## config.mk

```make
export PLATFORM = sky130hd
export DESIGN_NAME = clock_correction_accounting
export DESIGN_NICKNAME = d
export VERILOG_FILES = /design/src/design/cca_pkg.sv /design/src/design/cca_ram.sv /design/src/design/cca_secidx.sv /design/src/design/clock_correction_accounting.sv
export SDC_FILE = /design/constraint.sdc
export NUM_CORES = 2
export LEC_CHECK = 0
export ABC_CLOCK_PERIOD_IN_PS = 24100
export CORE_MARGIN = 8
export CORE_UTILIZATION = 34
export DETAILED_ROUTE_END_ITERATION = 7
export DONT_BUFFER_PORTS = 1
export PLACE_DENSITY_LB_ADDON = 0.15
export SYNTH_ARGS = -nofsm -noshare
export SYNTH_HDL_FRONTEND = slang
export SYNTH_SLANG_ARGS = --single-unit
export TNS_END_PERCENT = 1
```

## constraint.sdc

```tcl
create_clock -name clk -period 24.1 [get_ports clk]
set_input_delay 0 -clock clk [delete_from_list [all_inputs] [get_ports clk]]
set_output_delay 0 -clock clk [all_outputs]
set_load 0.05 [all_outputs]
```

## src/design/cca_pkg.sv

```systemverilog
`default_nettype none
package cca_pkg;

    typedef enum logic [1:0] {
        OP_TICK  = 2'd0,
        OP_ROUND = 2'd1,
        OP_SET   = 2'd2,
        OP_QUERY = 2'd3
    } op_t;

    typedef enum logic [3:0] {
        ST_IDLE,
        ST_CLR,
        ST_RD,
        ST_IDX0,
        ST_IDX1,
        ST_IDX2,
        ST_IDX3,
        ST_IDX4,
        ST_RD0,
        ST_WR,
        ST_WR0,
        ST_OUT
    } state_t;

    typedef struct packed {
        logic [5:0] sec;
        logic [5:0] min;
        logic [4:0] hour;
        logic [4:0] day;
        logic [3:0] month;
        logic [6:0] year;
    } tod_t;

    localparam tod_t TOD_RESET = '{sec: 6'd0, min: 6'd0, hour: 5'd0,
                                   day: 5'd1, month: 4'd1, year: 7'd0};

    function automatic logic [4:0] days_in(input logic [6:0] y, input logic [3:0] m);
        logic [4:0] d;
        begin
            case (m)
                4'd2:                     d = (y[1:0] == 2'd0) ? 5'd29 : 5'd28;
                4'd4, 4'd6, 4'd9, 4'd11:  d = 5'd30;
                default:                  d = 5'd31;
            endcase
            return d;
        end
    endfunction

    function automatic logic [8:0] days_before(input logic [3:0] m);
        logic [8:0] d;
        begin
            case (m)
                4'd2:    d = 9'd31;
                4'd3:    d = 9'd59;
                4'd4:    d = 9'd90;
                4'd5:    d = 9'd120;
                4'd6:    d = 9'd151;
                4'd7:    d = 9'd181;
                4'd8:    d = 9'd212;
                4'd9:    d = 9'd243;
                4'd10:   d = 9'd273;
                4'd11:   d = 9'd304;
                4'd12:   d = 9'd334;
                default: d = 9'd0;
            endcase
            return d;
        end
    endfunction

    // Carry the clock into the next minute, with second cleared.
    function automatic tod_t carry_minute(input tod_t t);
        tod_t r;
        begin
            r = t;
            r.sec = 6'd0;
            if (t.min >= 6'd59)
            begin
                r.min = 6'd0;
                if (t.hour >= 5'd23)
                begin
                    r.hour = 5'd0;
                    if (t.day >= days_in(t.year, t.month))
                    begin
                        r.day = 5'd1;
                        if (t.month >= 4'd12)
                        begin
                            r.month = 4'd1;
                            r.year = (t.year >= 7'd99) ? 7'd0 : t.year + 7'd1;
                        end
                        else
                        begin
                            r.month = t.month + 4'd1;
                        end
                    end
                    else
                    begin
                        r.day = t.day + 5'd1;
                    end
                end
                else
                begin
                    r.hour = t.hour + 5'd1;
                end
            end
            else
            begin
                r.min = t.min + 6'd1;
            end
            return r;
        end
    endfunction

endpackage
`default_nettype wire

```

## src/design/cca_ram.sv

```systemverilog
`default_nettype none
module cca_ram #(
    parameter int WIDTH = 64,
    parameter int DEPTH = 16
) (
    input  wire logic                     clk,
    input  wire logic                     we,
    input  wire logic [$clog2(DEPTH)-1:0] waddr,
    input  wire logic [WIDTH-1:0]         wdata,
    input  wire logic [$clog2(DEPTH)-1:0] raddr,
    output logic      [WIDTH-1:0]         rdata
);
    logic [WIDTH-1:0] mem [DEPTH];

    always_ff @(posedge clk)
    begin
        if (we)
        begin
            mem[waddr] <= wdata;
        end
        rdata <= mem[raddr];
    end
endmodule
`default_nettype wire

```

## src/design/cca_secidx.sv

```systemverilog
`default_nettype none
// Second index of a calendar time, held in idx after registered steps for days,
// hours, minutes and seconds. The stages are pipelined, so a second start may follow in the next cycle.
module cca_secidx
    import cca_pkg::*;
(
    input  wire logic        clk,
    input  wire logic        start,
    input  wire tod_t        t,
    output logic      [31:0] idx
);
    logic [15:0] days_reg;
    logic [20:0] hours_reg;
    logic [31:0] idx_reg;
    logic [26:0] mins_reg;
    tod_t t1_reg;
    tod_t t2_reg;
    tod_t t3_reg;
    logic [15:0] days_next;
    logic [3:0]  m;

    always_comb
    begin
        m = (t.month >= 4'd1 && t.month <= 4'd12) ? t.month : 4'd1;
        days_next = 16'(t.year) * 16'd365 + 16'((t.year + 7'd3) >> 2)
                  + 16'(days_before(m))
                  + ((m > 4'd2 && t.year[1:0] == 2'd0) ? 16'd1 : 16'd0)
                  + 16'(t.day) - 16'd1;
    end

    always_ff @(posedge clk)
    begin
        if (start)
        begin
            days_reg <= days_next;
            t1_reg   <= t;
        end
        hours_reg <= 21'(days_reg) * 21'd24 + 21'(t1_reg.hour);
        t2_reg    <= t1_reg;
        mins_reg  <= 27'(hours_reg) * 27'd60 + 27'(t2_reg.min);
        t3_reg    <= t2_reg;
        idx_reg   <= 32'(mins_reg) * 32'd60 + 32'(t3_reg.sec);
    end

    assign idx = idx_reg;
endmodule
`default_nettype wire

```

## src/design/clock_correction_accounting.sv

```systemverilog
`default_nettype none
// Calendar clock with per-source correction statistics held in one
// synchronous RAM entry per source (four wrapping counters packed together).
// One request at a time: a tick, a query or a rejected set goes from the read
// state straight to the output state; a round from a valid non-zero source first
// checks its limit, and an accepted round or set does a read-modify-write of the
// source entry and then of the slot 0 entry, a set first running the four-stage
// second-index unit twice back to back. s_tready returns in the same cycle that
// the result is loaded, and the result waits while the previous one is not taken.
// After reset the RAM is cleared one entry at a time, during which
// s_tready is low.
module clock_correction_accounting
    import cca_pkg::*;
#(
    parameter int NUM_SOURCES = 10,
    parameter int ACC_WIDTH   = 16
) (
    input  wire logic        clk,
    input  wire logic        rst_n,
    input  wire logic        cfg_we,
    input  wire logic [15:0] cfg_wdata,
    input  wire logic        s_tvalid,
    output logic             s_tready,
    // op[1:0], source[5:2], second[11:6], minute[17:12], hour[22:18],
    // day[27:23], month[31:28], year[38:32], zero fill to 40 bits
    input  wire logic [39:0] s_tdata,
    output logic             m_tvalid,
    input  wire logic        m_tready,
    // accepted[0], out_second[6:1], out_minute[12:7], out_hour[17:13],
    // out_day[22:18], out_month[26:23], out_year[33:27], pos_total[49:34],
    // neg_total[65:50], pos_events[81:66], neg_events[97:82], zero fill to 104
    output logic [103:0]     m_tdata
);
    localparam int AW = (NUM_SOURCES > 1) ? $clog2(NUM_SOURCES) : 1;
    localparam int EW = 4 * ACC_WIDTH;

    state_t state_reg, state_next;
    logic [15:0]    maxc_reg;
    tod_t           clk_reg, clk_next;
    logic [1:0]     op_reg;
    logic [3:0]     src_reg;
    tod_t           new_reg;
    logic [AW-1:0]  addr_reg, addr_next;
    logic           pos_reg, pos_next;
    logic           acc_reg, acc_next;
    logic [ACC_WIDTH-1:0] amt_reg, amt_next;
    logic [31:0]    d1_reg;
    logic [103:0]   out_reg, out_next;
    logic           ovalid_reg, ovalid_next;

    logic           we;
    logic [AW-1:0]  waddr, raddr;
    logic [EW-1:0]  wdata, rdata;
    logic           idx_start;
    tod_t           idx_t;
    logic [31:0]    idx;
    logic           src_ok;
    logic [ACC_WIDTH-1:0] ps, ns_, pc, nc;
    logic           set_ok;
    logic [EW-1:0]  upd;

    cca_ram #(.WIDTH(EW), .DEPTH(NUM_SOURCES)) u_ram (
        .clk(clk), .we(we), .waddr(waddr), .wdata(wdata),
        .raddr(raddr), .rdata(rdata)
    );

    cca_secidx u_idx (.clk(clk), .start(idx_start), .t(idx_t), .idx(idx));

    assign src_ok = 32'(src_reg) < 32'(NUM_SOURCES);
    assign {nc, pc, ns_, ps} = rdata;
    assign s_tready = (state_reg == ST_IDLE);
    assign m_tvalid = ovalid_reg;
    assign m_tdata  = out_reg;

    always_comb
    begin
        set_ok = src_ok && src_reg != 4'd0 && new_reg.sec <= 6'd59
              && new_reg.min <= 6'd59 && new_reg.hour <= 5'd23
              && new_reg.month >= 4'd1 && new_reg.month <= 4'd12
              && new_reg.year <= 7'd99 && new_reg.day >= 5'd1
              && new_reg.day <= days_in(new_reg.year, new_reg.month);
        if (pos_reg)
        begin
            upd = {nc, pc + ACC_WIDTH'(1), ns_, ps + amt_reg};
        end
        else
        begin
            upd = {nc + ACC_WIDTH'(1), pc, ns_ + amt_reg, ps};
        end
    end

    always_ff @(posedge clk or negedge rst_n)
    begin
        if (!rst_n)
        begin
            state_reg  <= ST_CLR;
            maxc_reg   <= 16'd300;
            clk_reg    <= TOD_RESET;
            addr_reg   <= '0;
            ovalid_reg <= 1'b0;
        end
        else
        begin
            state_reg  <= state_next;
            clk_reg    <= clk_next;
            addr_reg   <= addr_next;
            ovalid_reg <= ovalid_next;
            if (cfg_we)
            begin
                maxc_reg <= cfg_wdata;
            end
        end
    end

    always_ff @(posedge clk)
    begin
        if (s_tvalid && s_tready)
        begin
            op_reg  <= s_tdata[1:0];
            src_reg <= s_tdata[5:2];
            new_reg <= '{sec: s_tdata[11:6], min: s_tdata[17:12],
                         hour: s_tdata[22:18], day: s_tdata[27:23],
                         month: s_tdata[31:28], year: s_tdata[38:32]};
        end
        if (state_reg == ST_IDX3)
        begin
            d1_reg <= idx;
        end
        pos_reg <= pos_next;
        acc_reg <= acc_next;
        amt_reg <= amt_next;
        out_reg <= out_next;
    end

    always_comb
    begin
        logic [ACC_WIDTH+16:0] sum;
        logic [31:0] diff;
        state_next  = state_reg;
        clk_next    = clk_reg;
        addr_next   = addr_reg;
        pos_next    = pos_reg;
        acc_next    = acc_reg;
        amt_next    = amt_reg;
        out_next    = out_reg;
        ovalid_next = ovalid_reg;
        we          = 1'b0;
        waddr       = addr_reg;
        wdata       = upd;
        raddr       = src_reg[AW-1:0];
        idx_start   = 1'b0;
        idx_t       = clk_reg;
        sum         = '0;
        diff        = '0;
        if (m_tready)
        begin
            ovalid_next = 1'b0;
        end
        case (state_reg)
            ST_CLR:
            begin
                we = 1'b1;
                wdata = '0;
                addr_next = addr_reg + AW'(1);
                if (32'(addr_reg) == NUM_SOURCES - 1)
                begin
                    state_next = ST_IDLE;
                end
            end
            ST_IDLE:
            begin
                if (s_tvalid)
                begin
                    state_next = ST_RD;
                end
            end
            ST_RD:
            begin
                // Source entry is read now; decide from the op code.
                acc_next = 1'b0;
                state_next = ST_WR;
                case (op_t'(op_reg))
                    OP_TICK:
                    begin
                        acc_next = 1'b1;
                        if (clk_reg.sec >= 6'd59)
                        begin
                            clk_next = carry_minute(clk_reg);
                        end
                        else
                        begin
                            clk_next.sec = clk_reg.sec + 6'd1;
                        end
                        state_next = ST_OUT;
                    end
                    OP_QUERY:
                    begin
                        acc_next = src_ok;
                        state_next = ST_OUT;
                    end
                    OP_SET:
                    begin
                        // The current time enters the index unit first.
                        idx_start = 1'b1;
                        state_next = set_ok ? ST_IDX0 : ST_OUT;
                    end
                    OP_ROUND:
                    begin
                        if (!(src_ok && src_reg != 4'd0))
                        begin
                            state_next = ST_OUT;
                        end
                    end
                    default:
                    begin
                        state_next = ST_OUT;
                    end
                endcase
            end
            ST_WR:
            begin
                // Round: rdata holds the source entry.
                if (clk_reg.sec < 6'd30)
                begin
                    sum = (ACC_WIDTH+17)'(ns_) + (ACC_WIDTH+17)'(clk_reg.sec);
                    pos_next = 1'b0;
                    amt_next = ACC_WIDTH'(clk_reg.sec);
                end
                else
                begin
                    sum = (ACC_WIDTH+17)'(ps) + (ACC_WIDTH+17)'(clk_reg.sec);
                    pos_next = 1'b1;
                    amt_next = ACC_WIDTH'(7'd60 - 7'(clk_reg.sec));
                end
                if (sum <= (ACC_WIDTH+17)'(maxc_reg))
                begin
                    acc_next = 1'b1;
                    state_next = ST_RD0;
                    if (clk_reg.sec < 6'd30)
                    begin
                        clk_next.sec = 6'd0;
                    end
                    else
                    begin
                        clk_next = carry_minute(clk_reg);
                    end
                end
                else
                begin
                    state_next = ST_OUT;
                end
            end
            ST_IDX0:
            begin
                idx_start = 1'b1;
                idx_t = new_reg;
                state_next = ST_IDX1;
            end
            ST_IDX1:
            begin
                state_next = ST_IDX2;
            end
            ST_IDX2:
            begin
                state_next = ST_IDX3;
            end
            ST_IDX3:
            begin
                // idx now holds the current time's index.
                state_next = ST_IDX4;
            end
            ST_IDX4:
            begin
                // idx now holds the new time's index.
                if (idx > d1_reg)
                begin
                    pos_next = 1'b1;
                    diff = idx - d1_reg;
                end
                else
                begin
                    pos_next = 1'b0;
                    diff = d1_reg - idx;
                end
                amt_next = diff[ACC_WIDTH-1:0];
                acc_next = 1'b1;
                clk_next = new_reg;
                state_next = ST_RD0;
            end
            ST_RD0:
            begin
                // Write the source entry back, read slot 0 next.
                we = 1'b1;
                waddr = src_reg[AW-1:0];
                raddr = '0;
                state_next = ST_WR0;
            end
            ST_WR0:
            begin
                we = 1'b1;
                waddr = '0;
                raddr = src_reg[AW-1:0];
                state_next = ST_OUT;
            end
            ST_OUT:
            begin
                // rdata holds the source entry after any update.
                if (!ovalid_reg || m_tready)
                begin
                    out_next = '0;
                    out_next[0] = acc_reg;
                    out_next[33:1] = {clk_reg.year, clk_reg.month, clk_reg.day,
                                      clk_reg.hour, clk_reg.min, clk_reg.sec};
                    if (src_ok)
                    begin
                        out_next[49:34] = 16'(ps);
                        out_next[65:50] = 16'(ns_);
                        out_next[81:66] = 16'(pc);
                        out_next[97:82] = 16'(nc);
                    end
                    ovalid_next = 1'b1;
                    state_next = ST_IDLE;
                end
            end
            default:
            begin
                state_next = ST_IDLE;
            end
        endcase
    end
endmodule
`default_nettype wire

```

==> impl_metrics.json <==
{
  "wl_um": 149000,
  "maxSlewHeadroom_pct": 22.1,
  "met1_length_um": 69000,
  "grt_first_pass_wirelength_um": 225000,
  "cts_max_path_buffers": 3,
  "synth-main-ff-cell": "edfxtp_1",
  "start_kind": "flip-flop",
  "grt-ovfl-total": 0,
  "critPathMaxStageDelay_ns": 0.74,
  "cp_max_fo": 44,
  "htreeDepth": 3,
  "min_path_type": "input port to flip-flop",
  "dp_hpwl_um": 93100,
  "drive_above_1_share_pct": 6.83,
  "synth_top_area_share_pct": 47.2,
  "fmax_mhz": 116,
  "top_layer_used": "met4",
  "wl_per_cell_um": 21.1,
  "gp_congestion": 0.822,
  "cts.sink_count": 1080,
  "ant_nets": 0,
  "fin_setup_tns_ns": 0,
  "synth_commonest_cells": "edfxtp_1, nand2_1, nor2_1, a21oi_1, ha_1",
  "rsz0062_at_grt": "false",
  "wl_met2_um": 70900,
  "crit_type": "flip-flop to flip-flop",
  "die_h_um": 417,
  "met3WireLength_um": 6130,
  "netlist_area_um2": 54800,
  "finalSetupViolCount": 0,
  "nets": 5263,
  "io_pins": 167,
  "largest_register_ff_count": 640,
  "yosys_register_bits": 1080,
  "die_w_um": 417,
  "top_register": "u_ram.mem",
  "cts_buffers": 117,
  "yosysWarningCount": 0,
  "areaGrowthSynthToFinish_pct": 13.7,
  "drv_cap": 0,
  "grt_max_degree": 181,
  "fin_crit_ns": 8.62,
  "first_global_vias": 35197,
  "crit_path_end_kind": "flip-flop",
  "synth-async-reset-ratio_pct": 5.37,
  "grt_antenna_before_repair": 13,
  "place_inst": 6718,
  "arrival_ns": 9.08,
  "fin_cells": 7054,
  "num_rows": 147,
  "drt_iter0_markers": 2318,
  "cts_setup_buffers": 0,
  "cts_resized": 0,
  "crit_required_ns": 24.57,
  "clkTransAtPathRegs_ns": 0.06,
  "start_util_pct": 34.2,
  "hold_viol_final": 0,
  "ys_seq_area_share_pct": 55.8,
  "layout_setup_ws_ns": 15.48,
  "yosysUniqueCellTypes": 105,
  "syn_inst": 4723,
  "cp_slowest_cell": "dfrtp_1",
  "reg2reg_depth": 31,
  "dr.pass1.iters": 5,
  "period_share_pct": 35.8,
  "dp_slack_ns": 15.52,
  "yosysMostFrequentCell": "edfxtp_1",
  "holdPathStages": 3,
  "core_um2": 160000,
  "drc": 0,
  "vias_per_cell": 5.07,
  "die-area_um2": 174000,
  "worstMarginPinSlew_ns": 1.16,
  "synth_area_leader_cell": "edfxtp_1",
  "cts_tree": "built",
  "cts-root-buf": "clkbuf_16",
  "slew_violations": 0,
  "syn_area_per_cell_um2": 11.6,
  "routed-via-count": 35749,
  "portBuffers": 0,
  "clkLatencyLatePin_ns": 0.75,
  "grt_usage_pct": 16.7,
  "status": "completed",
  "worst_clock_skew_ns": 0.0454,
  "synth_edf_count": 860,
  "yosys-top-cells-area": "edfxtp_1, ha_1, dfxtp_1, fa_1, nand2_1"
}
[cells by family (layout without fill, tap and decap cells)]
family | count (synthesis) | after routing | synth area share [%]
adders and majority gates | 411 | 411 | 11.3
DFF | 1080 | 1080 | 55.8
buffers and inverters | 435 | 599 | 3.09
and+or+nand+nor | 1486 | 1486 | 12.4
AOI/OAI and AO/OA | 951 | 951 | 11.3
muxes | 142 | 142 | 2.66
xor gates and xnor gates | 217 | 217 | 3.50
other | 1 | 8 | 0.00685
[path summary, 6_finish.rpt]
kind | to | startpoint | slack [ns]
min in group asynchronous | maxc_reg[2]$_DFFE_PN1P_ | rst_n | 0.56
worst min register to register | u_idx.t3_reg[31]$_DFF_P_ | u_idx.t2_reg[31]$_DFF_P_ | 0.32
max in group asynchronous | clk_reg[25]$_DFFE_PN0P_ | rst_n | 23.12
worst max-delay path | u_idx.days_reg[12]$_DFFE_PP_ | state_reg[1]$_DFFE_PN0P_ | 15.48
worst max register to register | u_idx.days_reg[12]$_DFFE_PP_ | state_reg[1]$_DFFE_PN0P_ | 15.48
worst min-delay path | maxc_reg[13]$_DFFE_PN0P_ | cfg_wdata[13] | 0.03
[stage by stage]
stage	cell area [µm²]	hold WS, ns	utilization (%)
floorplan	54800	-0.296	-
global placement	57200	-0.290	35.7
detailed placement	57200	-0.290	35.7
CTS	62200	0.000702	38.8
global route	62200	0.00770	38.8
finish	62200	0.0270	38.8
[cells in the final DEF, fill, tap and decap left out, drive strengths merged, types with 13 or more instances in the layout]
cell type	count
a21oi	300
a31oi	25
dlygate4sd3	111
a211oi	25
dfrtp	51
a21o	61
clkbuf	171
o211ai	143
o21ai	186
mux2	28
xnor2	131
a311oi	68
nand2b	28
o31ai	13
nand3	195
and3	36
fa	137
buf	57
o21a	13
xor2	85
or3	16
nor3	55
nor2b	30
and2	81
nor2	337
inv	214
nand4	37
nand2	602
ha	274
mux2i	114
o21bai	16
edfxtp	860
clkinv	33
dfxtp	162
[worst max-delay path: cells and delay by family, from the launching register on]
| kind | cells | cell delay, ns |
|---|---|---|
| buffers and inverters | 6 | 0.92 |
| XOR/XNOR | 1 | 0.11 |
| adder cells (fa/ha/maj) | 7 | 3.09 |
| AO/OA/AOI/OAI | 10 | 1.84 |
| flip-flops | 1 | 0.74 |
| AND/OR/NAND/NOR | 7 | 1.58 |
[layer usage]
metal	vias up	track usage (%)
met4	0	3.95
met1	17647	22.8
li1	17242	-
met5	-	0
met3	188	2.43
met2	672	27.9
[final cells by class]
type / instances / area [µm²]
Fill cell: 15417 / 98000
Sequential cell: 1080 / 30500
Multi-Input combinational cell: 3213 / 22700
Clock buffer: 171 / 3290
Tap cell: 2160 / 2700
Timing Repair Buffer: 168 / 1600
Inverter: 211 / 792
Clock inverter: 49 / 578
Antenna cell: 2 / 5.00
[what timing repair did]
| item | 4_1_cts | 5_1_grt |
|---|---|---|
| hold buffers | 113 | 1 |
| endpoints found under the hold margin | 170 | 1 |
| setup endpoints to repair | 0 | 0 |
Power is left out: the tool's default activity adds up to more than one toggle a clock period on the data nets, which glitch-free logic cannot reach.
